--- src/design/topq_pkg.sv ---
// ----------------------------------------------------------------------------
// topq_pkg
// Types, codes and defaults shared by the timed output pattern queue.
// ----------------------------------------------------------------------------
`default_nettype none

package topq_pkg;

    // Default sizes
    localparam int DEF_QUEUE_SLOTS   = 4;
    localparam int DEF_PATTERN_STEPS = 8;

    // Configuration port
    localparam int CFG_IDX_W  = 1;
    localparam int CFG_DATA_W = 1;
    localparam logic [CFG_IDX_W-1:0] CFG_INVERT_POLARITY = 1'b0;
    localparam logic [CFG_IDX_W-1:0] CFG_ON_AFTER_RESET  = 1'b1;

    // Request modes
    localparam logic [2:0] MODE_TICK   = 3'd0;
    localparam logic [2:0] MODE_OFF    = 3'd1;
    localparam logic [2:0] MODE_ON     = 3'd2;
    localparam logic [2:0] MODE_TOGGLE = 3'd3;
    localparam logic [2:0] MODE_PRESS  = 3'd4;
    localparam logic [2:0] MODE_FLASH  = 3'd5;

    typedef enum logic [1:0] {
        SLOT_FREE,
        SLOT_FILLING,
        SLOT_WAITING
    } slot_state_t;

    typedef enum logic [2:0] {
        ST_IDLE,
        ST_SCAN,
        ST_READ,
        ST_RUN,
        ST_APPLY,
        ST_WR2,
        ST_RESULT
    } ctrl_state_t;

    typedef struct packed {
        logic [2:0]  mode;
        logic [23:0] duration;
        logic        is_first;
        logic        is_last;
        logic [15:0] repeat_count;
        logic [23:0] total_duration;
    } in_t;

    typedef struct packed {
        logic       pin_level;
        logic       output_on;
        logic [2:0] pending;
        logic       accepted;
    } out_t;

    // Controller to datapath
    typedef struct packed {
        logic load;
        logic scan_inc;
        logic scan_take;
        logic read;
        logic run;
        logic apply;
        logic wr2;
    } cmd_t;

    // Datapath to controller
    typedef struct packed {
        logic is_tick;
        logic is_press;
        logic is_flash;
        logic want_scan;
        logic scan_hit;
        logic scan_last;
        logic sel_pattern;
        logic found;
    } sts_t;

endpackage

`default_nettype wire

--- src/design/topq_ram.sv ---
// ----------------------------------------------------------------------------
// topq_ram
// Generic single-write, single-read RAM with registered read data.
// ----------------------------------------------------------------------------
`default_nettype none

module topq_ram #(
    parameter int WIDTH = 24,
    parameter int DEPTH = 32,
    localparam int AW = (DEPTH > 1) ? $clog2(DEPTH) : 1
) (
    input  wire logic             clk,
    input  wire logic             we,
    input  wire logic [AW-1:0]    waddr,
    input  wire logic [WIDTH-1:0] wdata,
    input  wire logic             re,
    input  wire logic [AW-1:0]    raddr,
    output logic      [WIDTH-1:0] rdata
);

    logic [WIDTH-1:0] mem [DEPTH];
    logic [WIDTH-1:0] rdata_reg;

    // Write port
    always_ff @(posedge clk)
    begin
        if (we)
        begin
            mem[waddr] <= wdata;
        end
    end

    // Registered read port
    always_ff @(posedge clk)
    begin
        if (re)
        begin
            rdata_reg <= mem[raddr];
        end
    end

    assign rdata = rdata_reg;

endmodule

`default_nettype wire

--- src/design/topq_ctrl.sv ---
// ----------------------------------------------------------------------------
// topq_ctrl
// Sequencer: accept, slot scan, step read, run, apply, second write, result hand-off.
// ----------------------------------------------------------------------------
`default_nettype none

module topq_ctrl
    import topq_pkg::*;
(
    input  wire logic clk,
    input  wire logic rst_n,
    input  wire logic in_valid,
    output logic      in_stall,
    output logic      out_valid,
    input  wire logic out_stall,
    input  wire sts_t sts,
    output cmd_t      cmd
);

    ctrl_state_t state_reg, state_next;

    // Hold state
    always_ff @(posedge clk or negedge rst_n)
    begin
        if (!rst_n)
        begin
            state_reg <= ST_IDLE;
        end
        else
        begin
            state_reg <= state_next;
        end
    end

    // Next state
    always_comb
    begin
        state_next = state_reg;
        unique case (state_reg)
            ST_IDLE:
            begin
                if (in_valid)
                begin
                    state_next = ST_SCAN;
                end
            end
            ST_SCAN:
            begin
                if (!sts.want_scan)
                begin
                    state_next = sts.is_flash ? ST_APPLY : ST_RESULT;
                end
                else if (sts.scan_hit)
                begin
                    if (sts.is_tick)
                    begin
                        state_next = sts.sel_pattern ? ST_READ : ST_RUN;
                    end
                    else
                    begin
                        state_next = ST_APPLY;
                    end
                end
                else if (sts.scan_last)
                begin
                    state_next = sts.is_flash ? ST_APPLY : ST_RESULT;
                end
            end
            ST_READ:   state_next = ST_RUN;
            ST_RUN:    state_next = ST_RESULT;
            ST_APPLY:  state_next = (sts.is_press && sts.found) ? ST_WR2 : ST_RESULT;
            ST_WR2:    state_next = ST_RESULT;
            ST_RESULT:
            begin
                if (!out_stall)
                begin
                    state_next = ST_IDLE;
                end
            end
            default:   state_next = ST_IDLE;
        endcase
    end

    // Outputs
    always_comb
    begin
        cmd       = '0;
        in_stall  = 1'b1;
        out_valid = 1'b0;
        unique case (state_reg)
            ST_IDLE:
            begin
                in_stall = 1'b0;
                cmd.load = in_valid;
            end
            ST_SCAN:
            begin
                cmd.scan_take = sts.want_scan && sts.scan_hit;
                cmd.scan_inc  = sts.want_scan && !sts.scan_hit && !sts.scan_last;
            end
            ST_READ:   cmd.read  = 1'b1;
            ST_RUN:    cmd.run   = 1'b1;
            ST_APPLY:  cmd.apply = 1'b1;
            ST_WR2:    cmd.wr2   = 1'b1;
            ST_RESULT: out_valid = 1'b1;
            default:   in_stall  = 1'b1;
        endcase
    end

endmodule

`default_nettype wire

--- src/design/topq_dp.sv ---
// ----------------------------------------------------------------------------
// topq_dp
// Datapath: slot table, tick count, output state and step length RAM.
// ----------------------------------------------------------------------------
`default_nettype none

module topq_dp
    import topq_pkg::*;
#(
    parameter int QUEUE_SLOTS   = DEF_QUEUE_SLOTS,
    parameter int PATTERN_STEPS = DEF_PATTERN_STEPS
) (
    input  wire logic                  clk,
    input  wire logic                  rst_n,
    input  wire logic                  cfg_we,
    input  wire logic [CFG_IDX_W-1:0]  cfg_index,
    input  wire logic [CFG_DATA_W-1:0] cfg_data,
    input  wire in_t                   in_data,
    input  wire cmd_t                  cmd,
    output sts_t                       sts,
    output out_t                       out_data
);

    localparam int SW    = (QUEUE_SLOTS > 1) ? $clog2(QUEUE_SLOTS) : 1;
    localparam int CW    = $clog2(PATTERN_STEPS + 1);
    localparam int PW    = $clog2(QUEUE_SLOTS + 1);
    localparam int DEPTH = QUEUE_SLOTS * PATTERN_STEPS;
    localparam int AW    = $clog2(DEPTH);

    // Control state
    in_t           item_reg;
    logic [31:0]   now_reg;
    logic          cur_reg;
    logic          inv_reg;
    logic [PW-1:0] pend_reg;
    logic          acc_reg;
    logic [SW-1:0] idx_reg;
    logic          found_reg;
    logic          fill_valid_reg;
    logic [SW-1:0] fill_idx_reg;
    slot_state_t   status_reg [QUEUE_SLOTS];

    // Slot payload
    logic          pat_reg   [QUEUE_SLOTS];
    logic          lvl_reg   [QUEUE_SLOTS];
    logic [31:0]   start_reg [QUEUE_SLOTS];
    logic [CW-1:0] cnt_reg   [QUEUE_SLOTS];
    logic [CW-1:0] pos_reg   [QUEUE_SLOTS];
    logic [15:0]   rtot_reg  [QUEUE_SLOTS];
    logic [15:0]   rdone_reg [QUEUE_SLOTS];
    logic [31:0]   exp_reg   [QUEUE_SLOTS];

    // Decode
    logic          is_tick, is_set, is_press, is_flash;
    logic          match;
    logic [CW-1:0] pos_old, pos_nx;
    logic          end_pass;
    logic [15:0]   rdone_nx;
    logic          again;
    logic [23:0]   len;
    logic [31:0]   start_nx;
    logic [31:0]   start_new;
    logic          opened;
    logic [SW-1:0] f_idx;
    logic          f_valid;
    logic [CW-1:0] f_cnt;
    logic          room;
    logic          ram_we;
    logic [AW-1:0] ram_waddr, ram_raddr;
    logic [23:0]   ram_wdata;

    function automatic logic [AW-1:0] base_addr(input logic [SW-1:0] s);
        base_addr = AW'(s) * AW'(PATTERN_STEPS);
    endfunction

    assign is_tick  = item_reg.mode == MODE_TICK;
    assign is_set   = item_reg.mode == MODE_OFF || item_reg.mode == MODE_ON
                   || item_reg.mode == MODE_TOGGLE;
    assign is_press = item_reg.mode == MODE_PRESS;
    assign is_flash = item_reg.mode == MODE_FLASH;

    // Scan match on the selected slot
    assign match = is_tick ? (status_reg[idx_reg] == SLOT_WAITING && start_reg[idx_reg] <= now_reg)
                           : (status_reg[idx_reg] == SLOT_FREE);

    assign sts.is_tick     = is_tick;
    assign sts.is_press    = is_press;
    assign sts.is_flash    = is_flash;
    assign sts.want_scan   = (is_tick && pend_reg != '0) || is_set || is_press
                          || (is_flash && item_reg.is_first);
    assign sts.scan_hit    = match;
    assign sts.scan_last   = idx_reg == SW'(QUEUE_SLOTS - 1);
    assign sts.sel_pattern = pat_reg[idx_reg];
    assign sts.found       = found_reg;

    // Run step of a due pattern
    assign pos_old   = pos_reg[idx_reg];
    assign pos_nx    = pos_old + CW'(1);
    assign end_pass  = pos_nx >= cnt_reg[idx_reg];
    assign rdone_nx  = rdone_reg[idx_reg] + 16'd1;
    assign again     = (rtot_reg[idx_reg] != 16'd0) ? (rdone_nx < rtot_reg[idx_reg])
                     : (exp_reg[idx_reg] != 32'd0 && exp_reg[idx_reg] > now_reg);
    assign start_nx  = now_reg + {8'd0, len};
    assign start_new = now_reg + 32'd1;

    // Flash step target
    assign opened  = item_reg.is_first && found_reg;
    assign f_idx   = opened ? idx_reg : fill_idx_reg;
    assign f_valid = opened || fill_valid_reg;
    assign f_cnt   = opened ? '0 : cnt_reg[f_idx];
    assign room    = f_cnt < CW'(PATTERN_STEPS);

    // Step length RAM ports
    always_comb
    begin
        ram_we    = 1'b0;
        ram_waddr = base_addr(idx_reg);
        ram_wdata = item_reg.duration;
        if (cmd.apply && is_press && found_reg)
        begin
            ram_we = 1'b1;
        end
        else if (cmd.apply && is_flash && f_valid && room)
        begin
            ram_we    = 1'b1;
            ram_waddr = base_addr(f_idx) + AW'(f_cnt);
        end
        else if (cmd.wr2)
        begin
            ram_we    = 1'b1;
            ram_waddr = base_addr(idx_reg) + AW'(1);
            ram_wdata = 24'd0;
        end
    end

    assign ram_raddr = base_addr(idx_reg) + AW'(pos_old);

    topq_ram #(
        .WIDTH (24),
        .DEPTH (DEPTH)
    ) u_steps (
        .clk   (clk),
        .we    (ram_we),
        .waddr (ram_waddr),
        .wdata (ram_wdata),
        .re    (cmd.read),
        .raddr (ram_raddr),
        .rdata (len)
    );

    // Update control state
    always_ff @(posedge clk or negedge rst_n)
    begin
        if (!rst_n)
        begin
            now_reg        <= '0;
            cur_reg        <= 1'b0;
            inv_reg        <= 1'b0;
            pend_reg       <= '0;
            acc_reg        <= 1'b0;
            idx_reg        <= '0;
            found_reg      <= 1'b0;
            fill_valid_reg <= 1'b0;
            fill_idx_reg   <= '0;
            for (int i = 0; i < QUEUE_SLOTS; i++)
            begin
                status_reg[i] <= SLOT_FREE;
            end
        end
        else
        begin
            if (cfg_we)
            begin
                unique case (cfg_index)
                    CFG_INVERT_POLARITY: inv_reg <= cfg_data[0];
                    CFG_ON_AFTER_RESET:  cur_reg <= cfg_data[0];
                    default:             inv_reg <= inv_reg;
                endcase
            end
            if (cmd.load)
            begin
                acc_reg   <= 1'b0;
                idx_reg   <= '0;
                found_reg <= 1'b0;
                if (in_data.mode == MODE_TICK)
                begin
                    now_reg <= now_reg + 32'd1;
                end
                // Abandon an open pattern on a new opening step
                if (in_data.mode == MODE_FLASH && in_data.is_first)
                begin
                    if (fill_valid_reg)
                    begin
                        status_reg[fill_idx_reg] <= SLOT_FREE;
                    end
                    fill_valid_reg <= 1'b0;
                end
            end
            if (cmd.scan_inc)
            begin
                idx_reg <= idx_reg + SW'(1);
            end
            if (cmd.scan_take)
            begin
                found_reg <= 1'b1;
            end
            if (cmd.run)
            begin
                if (!pat_reg[idx_reg])
                begin
                    cur_reg                <= lvl_reg[idx_reg];
                    pend_reg               <= pend_reg - PW'(1);
                    status_reg[idx_reg]    <= SLOT_FREE;
                end
                else if (end_pass && !again)
                begin
                    cur_reg                <= 1'b0;
                    pend_reg               <= pend_reg - PW'(1);
                    status_reg[idx_reg]    <= SLOT_FREE;
                end
                else
                begin
                    cur_reg <= ~pos_old[0];
                end
            end
            if (cmd.apply && (is_set || is_press) && found_reg)
            begin
                status_reg[idx_reg] <= SLOT_WAITING;
                pend_reg            <= pend_reg + PW'(1);
                acc_reg             <= 1'b1;
            end
            if (cmd.apply && is_flash)
            begin
                // Open a new pattern unless this step also closes it
                if (opened && !item_reg.is_last)
                begin
                    status_reg[idx_reg] <= SLOT_FILLING;
                    fill_idx_reg        <= idx_reg;
                    fill_valid_reg      <= 1'b1;
                end
                if (f_valid)
                begin
                    if (room)
                    begin
                        acc_reg <= 1'b1;
                    end
                    // Close the pattern
                    if (item_reg.is_last)
                    begin
                        status_reg[f_idx] <= SLOT_WAITING;
                        pend_reg          <= pend_reg + PW'(1);
                        fill_valid_reg    <= 1'b0;
                    end
                end
            end
        end
    end

    // Update item and slot payload
    always_ff @(posedge clk)
    begin
        if (cmd.load)
        begin
            item_reg <= in_data;
        end
        if (cmd.run && pat_reg[idx_reg])
        begin
            if (end_pass)
            begin
                if (rtot_reg[idx_reg] != 16'd0)
                begin
                    rdone_reg[idx_reg] <= rdone_nx;
                end
                if (again)
                begin
                    start_reg[idx_reg] <= start_nx;
                    pos_reg[idx_reg]   <= '0;
                end
            end
            else
            begin
                pos_reg[idx_reg]   <= pos_nx;
                start_reg[idx_reg] <= start_nx;
            end
        end
        if (cmd.apply && (opened || ((is_set || is_press) && found_reg)))
        begin
            pat_reg[idx_reg]   <= !is_set;
            start_reg[idx_reg] <= start_new;
            pos_reg[idx_reg]   <= '0;
            rdone_reg[idx_reg] <= '0;
            rtot_reg[idx_reg]  <= is_flash ? item_reg.repeat_count : 16'd0;
            exp_reg[idx_reg]   <= (is_flash && item_reg.total_duration != 24'd0)
                                ? start_new + {8'd0, item_reg.total_duration} : 32'd0;
            // A new pattern holds its first step at once
            cnt_reg[idx_reg]   <= is_press ? CW'(2) : (is_flash ? CW'(1) : CW'(0));
            case (item_reg.mode)
                MODE_ON:     lvl_reg[idx_reg] <= 1'b1;
                MODE_TOGGLE: lvl_reg[idx_reg] <= ~cur_reg;
                default:     lvl_reg[idx_reg] <= 1'b0;
            endcase
        end
        if (cmd.apply && is_flash && f_valid && room && !opened)
        begin
            cnt_reg[f_idx] <= f_cnt + CW'(1);
        end
    end

    // Result fields
    assign out_data.pin_level = cur_reg ^ inv_reg;
    assign out_data.output_on = cur_reg;
    assign out_data.pending   = 3'(pend_reg);
    assign out_data.accepted  = acc_reg;

endmodule

`default_nettype wire

--- src/design/timed_output_pattern_queue.sv ---
// ----------------------------------------------------------------------------
// timed_output_pattern_queue
// Binary output driven by a small queue of timed set, press and flash requests.
// ----------------------------------------------------------------------------
// Usage:
//   in_valid/in_stall/in_data carry one transaction per tick or request.
//   out_valid/out_stall/out_data return exactly one result per transaction.
//   cfg_we/cfg_index/cfg_data write polarity and start state while idle.
// Timing: one transaction at a time. A transaction is taken in the idle
//   state, the slot table is scanned one slot per cycle, a due pattern
//   adds a read of the step length RAM, a press adds a second RAM write.
//   The next transaction is taken the cycle after the result leaves.
// Reset: all slots free, tick count zero, output off, no pattern open.
//   Step lengths are not cleared.
// Stall: the result holds on out_data while out_stall is high and in_stall
//   stays high until it is taken.
// ----------------------------------------------------------------------------
`default_nettype none

module timed_output_pattern_queue
    import topq_pkg::*;
#(
    parameter int QUEUE_SLOTS   = DEF_QUEUE_SLOTS,
    parameter int PATTERN_STEPS = DEF_PATTERN_STEPS
) (
    input  wire logic                  clk,
    input  wire logic                  rst_n,
    input  wire logic                  cfg_we,
    input  wire logic [CFG_IDX_W-1:0]  cfg_index,
    input  wire logic [CFG_DATA_W-1:0] cfg_data,
    input  wire logic                  in_valid,
    output logic                       in_stall,
    input  wire in_t                   in_data,
    output logic                       out_valid,
    input  wire logic                  out_stall,
    output out_t                       out_data
);

    cmd_t cmd;
    sts_t sts;

    // Sequencer
    topq_ctrl u_ctrl (
        .clk       (clk),
        .rst_n     (rst_n),
        .in_valid  (in_valid),
        .in_stall  (in_stall),
        .out_valid (out_valid),
        .out_stall (out_stall),
        .sts       (sts),
        .cmd       (cmd)
    );

    // Slot table and output state
    topq_dp #(
        .QUEUE_SLOTS   (QUEUE_SLOTS),
        .PATTERN_STEPS (PATTERN_STEPS)
    ) u_dp (
        .clk       (clk),
        .rst_n     (rst_n),
        .cfg_we    (cfg_we),
        .cfg_index (cfg_index),
        .cfg_data  (cfg_data),
        .in_data   (in_data),
        .cmd       (cmd),
        .sts       (sts),
        .out_data  (out_data)
    );

endmodule

`default_nettype wire

--- config.mk ---
export PLATFORM = sky130hd
export DESIGN_NAME = timed_output_pattern_queue
export DESIGN_NICKNAME = d
export VERILOG_FILES = /design/src/design/topq_pkg.sv /design/src/design/topq_ram.sv /design/src/design/topq_ctrl.sv /design/src/design/topq_dp.sv /design/src/design/timed_output_pattern_queue.sv
export SDC_FILE = /design/constraint.sdc
export NUM_CORES = 2
export LEC_CHECK = 0
export BUFFER_PORTS_ARGS = -buffer_cell sky130_fd_sc_hd__buf_2
export CAP_MARGIN = 40
export CORE_UTILIZATION = 50
export DETAILED_ROUTE_END_ITERATION = 8
export GPL_ROUTABILITY_DRIVEN = 0
export PLACE_DENSITY = 0.75
export SLEW_MARGIN = 40
export SYNTH_ARGS = -nofsm -noshare
export SYNTH_HDL_FRONTEND = slang
export SYNTH_SLANG_ARGS = --single-unit
export TNS_END_PERCENT = 5
--- constraint.sdc ---
create_clock -name clk -period 5.1 [get_ports clk]
set_clock_uncertainty 0.15 [all_clocks]
set_input_delay 1.02 -clock clk [delete_from_list [all_inputs] [get_ports clk]]
set_output_delay 1.02 -clock clk [all_outputs]
set_load 0.05 [all_outputs]
Word-level counts from Yosys, hierarchy flattened
Memory sizes are Yosys's and may differ from the RTL's. A register that Yosys moved wholly into a read port is not among the register bits. Cells that the tools add are included.

Register bits: 124. Output and inout bits: 8. Input bits: 76. Bits in writable memories: 1192. Memories: 9. Logic and storage cells: 276.

Mux-type cells: 119. Reductions and logical operators: 61. Bitwise gates (word level): 27. Add/sub/neg operators: 12. Magnitude comparators: 11. Equality and inequality tests: 17.

Memories: u_dp.u_steps.mem (depth 32, width 24, rd ports 1, clocked after Yosys merged registers in 1, wr ports 1, line topq_ram.sv:21) `logic [WIDTH-1:0] mem [DEPTH];`; u_dp.exp_reg (depth 4, width 32, rd ports 1, clocked after Yosys merged registers in 0, wr ports 1, line topq_dp.sv:51) `logic [31:0] exp_reg [QUEUE_SLOTS];`; u_dp.start_reg (depth 4, width 32, rd ports 1, clocked after Yosys merged registers in 0, wr ports 1, line topq_dp.sv:46) `logic [31:0] start_reg [QUEUE_SLOTS];`; u_dp.rdone_reg (depth 4, width 16, rd ports 1, clocked after Yosys merged registers in 0, wr ports 1, line topq_dp.sv:50) `logic [15:0] rdone_reg [QUEUE_SLOTS];`; u_dp.rtot_reg (depth 4, width 16, rd ports 1, clocked after Yosys merged registers in 0, wr ports 1, line topq_dp.sv:49) `logic [15:0] rtot_reg [QUEUE_SLOTS];`; u_dp.cnt_reg (depth 4, width 4, rd ports 2, clocked after Yosys merged registers in 0, wr ports 1, line topq_dp.sv:47) `logic [CW-1:0] cnt_reg [QUEUE_SLOTS];`; 3 more memories.

Operator list (number): 32-bit 2-to-1 mux (3); 8-bit 2-to-1 mux (12); 24-bit 2-to-1 mux (3); 32-bit by 24-bit adder with 32-bit output (2); 1-bit 2-to-1 mux (61); 3-bit 2-to-1 mux (13); 32-bit by 1-bit adder with 32-bit output, second input constant (1); 32-bit greater-than comparator (1); 32-bit <= comparator (1); 16-bit 2-to-1 mux (2); 32-bit nonzero test (1); 1-bit logical AND (27); 2-bit 2-to-1 mux (12); 24-bit nonzero test (1); 4-bit 2-to-1 mux (5); 3-bit == test, second input constant (6); 3-bit one-hot mux with 6 select lines (1); 16-bit by 1-bit adder with 16-bit output, second input constant (1); 8-bit bitwise AND (2); 16-bit less-than comparator (1); 8-bit inverter (2); 16-bit nonzero test (1); 5-bit 2-to-1 mux (3); 4-bit bitwise AND (3); other kinds (33) (82).

Longest topological paths before layout
Depth after elaboration: 23. Mapped depth: 19. Gate-level depth less buffers: 17.

By module
A second synthesis with hierarchy kept.

Cell total of the unflattened synthesis: 3631. Area, all modules: 57677.8 sq um.

Modules (own cells, without submodules): topq_ram (seq. area each 23782.8 sq um, cells an instance 1711, area an instance 30723.2 sq um, instances 1); topq_dp (seq. area each 16105.4 sq um, cells an instance 1881, area an instance 26663.1 sq um, instances 1); topq_ctrl (seq. area each 75.1 sq um, cells an instance 39, area an instance 291.5 sq um, instances 1).

Worst setup path before layout
No wires, ideal clock.

Path kind: reg-to-reg. Start point: register u_dp.idx_reg[0]. End point: memory u_dp.pos_reg[0][0] (netlist bit), enable pin. Clock period less this slack: 5507 ps. Cell stages (with the launch flop): 18. Arrival: 4961 ps. Buffers on the path: 4. Path slack: -407 ps. Setup time: 397 ps. Required time: 4553 ps. Path through: dfrtp_1 buf_4 buf_6 buf_2 buf_2 mux4_2 ha_1 xor2_1 ha_1 a21oi_1 nor2b_1 o311ai_0 nand2_1 a211o_1 a211oi_1 or3_4 a31o_1 and2_1.

Longest elaborated chain between the ends: 10. Elaborated cells on any way between the ends: 25. Classes of those cells: 2 x add/sub; 3 x order compare; 8 x mux; 2 x bitwise; 4 x reduce/logical; 6 x memory.

Ends and longest elaborated chain: start: declaration (line topq_dp.sv:37) `logic [SW-1:0] idx_reg;`; start signal: assignment (line topq_dp.sv:201) `idx_reg <= idx_reg + SW'(1);`; memory read 4 x 16 bit or memory read 4 x 32 bit (tied branches); 16-bit by 1-bit adder with 16-bit output, or another cell as far along (line topq_dp.sv:100) `assign rdone_nx = rdone_reg[idx_reg] + 16'd1;`; 16-bit less-than comparator or 1-bit logical AND (tied branches) (line topq_dp.sv:101, topq_dp.sv:102); 1-bit 2-to-1 mux (line topq_dp.sv:101) `assign again = (rtot_reg[idx_reg] != 16'd0) ? (rdone_nx < rtot_reg[idx_reg])`; 1-bit 2-to-1 mux (line topq_dp.sv:274) `if (again)`; 1-bit 2-to-1 mux (line topq_dp.sv:268) `if (end_pass)`; 1-bit 2-to-1 mux (line topq_dp.sv:266) `if (cmd.run && pat_reg[idx_reg])`; 1-bit 2-to-1 mux (implied by the code) (line topq_dp.sv:277) `pos_reg[idx_reg] <= '0;`; 1-bit bitwise OR (no source line) (2 in a row); end: declaration (line topq_dp.sv:48) `logic [CW-1:0] pos_reg [QUEUE_SLOTS];`.

Several ways; a longest one is shown, not always the timed one.

Worst setup path in the final report
Start point: register u_dp.idx_reg[0]. End point: memory u_dp.start_reg[3][14], enable pin.

Longest elaborated chain between the ends: 10. Elaborated cells on any way between the ends: 25. Classes of those cells: 2 x add/sub; 3 x order compare; 8 x mux; 2 x bitwise; 4 x reduce/logical; 6 x memory.

Ends and longest elaborated chain: memory read 4 x 16 bit or memory read 4 x 32 bit (tied branches); 16-bit by 1-bit adder with 16-bit output, or another cell as far along (line topq_dp.sv:100); 16-bit less-than comparator or 1-bit logical AND (tied branches) (line topq_dp.sv:101, topq_dp.sv:102); 1-bit 2-to-1 mux (line topq_dp.sv:101); 1-bit 2-to-1 mux (line topq_dp.sv:274); 1-bit 2-to-1 mux (line topq_dp.sv:268); 1-bit 2-to-1 mux (line topq_dp.sv:266); 1-bit 2-to-1 mux (implied by the code) (line topq_dp.sv:276) `start_reg[idx_reg] <= start_nx;`; 1-bit bitwise OR (no source line) (2 in a row); end: declaration (line topq_dp.sv:46).

Several ways; a longest one is shown, not always the timed one.

==> impl_metrics.yaml <==
route:
  viasPerCell: 6.19
  initialDrtViolationCount: 3710
  drc: 0
  drt-pass1-iter-count: 6
  num_vias: 31900
  wl_um: 137000
  avgRoutedWirePerCell_um: 26.5
  ant_nets: 0
critical_path:
  path_depth: 17
  crit_end: "u_dp.start_reg[3][14]$_DFFE_PP_"
  critPathTopFamily: "simple AND/OR/NAND/NOR gates"
  worst-r2r-setup-slack_ns: 0.35
  ff2ff_path_depth: 17
  critPathBufInv: 2
  cp.arrival_ns: 5.08
  reg2reg_from: "u_dp.idx_reg[0]$_DFFE_PN0P_"
  cp-startpoint: "u_dp.idx_reg[0]$_DFFE_PN0P_"
  cp_slowest_cell: "mux4_2"
  crit_chain: "mux4_2 -> and4_1 -> nand4_1 -> nor2_1 -> and2_1 -> and3_1 -> and3_1 -> xor2_1 -> ha_1 -> nand4_1 -> nor3_1 -> a211oi_2 -> buf_4 -> or3_4 -> a31o_1 -> and2_2 -> buf_12"
  max_stage_delay_ns: 0.57
  crit_type: "register to register"
  startpoint_type: "register"
  crit_fanout: 36
  regToRegEndpoint: "u_dp.start_reg[3][14]$_DFFE_PP_"
  crit_required_ns: 5.43
  setup.worst_path.end_class: "register"
job:
  cap_violations: 0
timing:
  max_slew_margin_pct: 42.6
  period_share_pct: 93.2
  fmax_mhz: 210
  hold_viol: 0
  period_minus_slack_ns: 4.75
  final_max_slew_viol_count: 0
  worstMarginPinSlew_ns: 0.859
  rsz0062_at_grt: "no"
  finalSetupViolCount: 0
pwr:
  power_density_mw_per_mm2: 519
  ir_worst_vdd_uv: 408
  leakage_uw: 0.0217
yosys:
  synth_warnings: 0
  syn-num-nets: 3570
  synthFlopType: "edfxtp_1"
  yosys-top-cells-area: "edfxtp_1, mux4_2, ha_1"
  syn-cell-area_mm2: 0.0571
  yosysTopAreaCell: "edfxtp_1"
  synth-edff-count: 1285
  ys_ff_latch: 1340
  syn_inst: 3348
  syn_avg_cell_area_um2: 17.1
  async_reset_ff_share_pct: 4.10
  synth_top_area_share_pct: 67.6
  yosysUniqueCellTypes: 76
  yosysSeqAreaShare_pct: 70.0
final_layout:
  seqCellArea_mm2: 0.0400
  final_cell_mix: "edfxtp_1, mux4_2, nand2_1"
  largest_register_ff_count: 768
  fin_area_mm2: 0.0648
  drive_above_1_share_pct: 21.1
  synthToLayoutAreaGrowth_pct: 13.5
  multiInputGateArea_mm2: 0.0166
  final_common_cell: "edfxtp_1"
  fin_cells: 5155
  fill_cells: 8195
  fin_nets: 3767
cts:
  cts_made_buffers: 138
  holdBufCountCts: 0
  clock_sinks: 1340
  cts_root_buffer: "clkbuf_16"
  insertion_delay_ns: 0.78
  clk_pin_slew_ns: 0.06
  cts_buffer_depth: 3
  cts_max_level: 4
  cts_tree: "built"
place:
  dp_hpwl_um: 81400
  dp.cells: 4903
  portBuffers: 83
  post_dp_cell_area_mm2: 0.0603
floorplan:
  start_util_pct: 50.6
  die_width_um: 340
  die_h_um: 340
  coreArea_mm2: 0.113
  die-area_mm2: 0.116
  ios: 84
  rows: 123
run_status:
  status: "finished clean"
global_routing:
  antenna_found_initial: 2
  grt_pass1_vias: 31900
  grt_max_degree: 92
  grt_pass1_wl_um: 204000
  grt_use_total_pct: 23.9
  grt_overflow: 0
min_path:
  hp-class: "input pin to asynchronous set/reset pin"
metrics by stage:
step / power, uW / utilization (%) / hold WS (ns) / setup TNS, ns / worst slack (ns)
global placement: 23700 / 53.4 / 0.347 / 0 / 0.109
detailed placement: 23900 / 53.5 / 0.361 / 0 / 0.108
global route: 35000 / 57.5 / 0.157 / 0 / 0.00653
finish: 33600 / 57.5 / 0.154 / 0 / 0.348
CTS: 33700 / 57.4 / 0.113 / 0 / 0.0354
floorplan: 20800 / - / 0.312 / -4.23 / -0.0294
synth_stat cells, drive strengths merged, types with 29 or more instances:
cell type and instances:
a21o 36, a21oi 136, and2 86, buf 67, clkbuf 74, dfrtp 55
edfxtp 1285, ha 144, inv 85, mux2i 57, mux4 271, nand2 241
nand3 48, nand4 31, nor2 147, nor3 29, nor4 30, o21ai 68
xnor2 101, xor2 35
worst reg2reg max path, cell delays in order, from the launching register on:
cell and delay, ns:
dfrtp_4 0.52, mux4_2 0.58, and4_1 0.27, nand4_1 0.12, nor2_1 0.06, and2_1 0.18
and3_1 0.19, and3_1 0.19, xor2_1 0.15, ha_1 0.31, nand4_1 0.11, nor3_1 0.25
a211oi_2 0.13, buf_4 0.16, or3_4 0.41, a31o_1 0.26, and2_2 0.21, buf_12 0.18
how the worst min path moves through the flow:
stage | startpoint | to | slack, ns
finish | rst_n | u_dp.now_reg[8]$_DFFE_PN0P_ | 0.15
CTS | rst_n | u_dp.idx_reg[0]$_DFFE_PN0P_ | 0.11
detailed placement | u_dp.acc_reg$_DFF_PN0_ | u_dp.acc_reg$_DFF_PN0_ | 0.36
global placement | u_dp.fill_valid_reg$_DFF_PN0_ | u_dp.fill_valid_reg$_DFF_PN0_ | 0.35
floorplan | u_dp.acc_reg$_DFF_PN0_ | u_dp.acc_reg$_DFF_PN0_ | 0.31
global route | rst_n | u_dp.idx_reg[0]$_DFFE_PN0P_ | 0.16
what timing repair did:
item	4_1_cts	5_1_grt
resized for setup	0	5
buffers inserted	0	2
endpoints found under the setup margin	0	152
layout make-up:
type | instances | area share [%]
Multi-Input combinational cell | 1780 | 25.6
Antenna cell | 1 | 0.00386
Sequential cell | 1340 | 61.7
Tap cell | 1500 | 2.90
Clock inverter | 75 | 1.14
Inverter | 87 | 0.523
Clock buffer | 174 | 5.65
Timing Repair Buffer | 198 | 2.55
kinds of logic after synthesis:
kind of cell,after synthesis,synth area share (%)
compound gates,439,5.00
flops,1340,70.0
xor+xnor,136,2.09
buf+inv,228,1.68
simple gates,723,6.17
mux,336,11.9
fa+ha+maj,146,3.23
power breakdown:
part | internal, uW | leakage, uW | total [uW] | switching, uW
registers | 13500 | 0.0123 | 13800 | 316
logic | 4030 | 0.00726 | 10000 | 6000
clock network | 5590 | 0.00214 | 9800 | 4210
routing by layer:
metal / GRT usage (%) / routed length, um / up-vias / part of all wire, %
met5: 0 / 10 / - / 0.0073
met4: 8.57 / 4530 / 2 / 3.3
li1: - / - / 13700 / -
met2: 37.8 / 64900 / 1607 / 48
met1: 33.5 / 55400 / 16300 / 41
met3: 4.27 / 11800 / 279 / 8.6
Note: power is estimated with default switching activity, not from simulation.
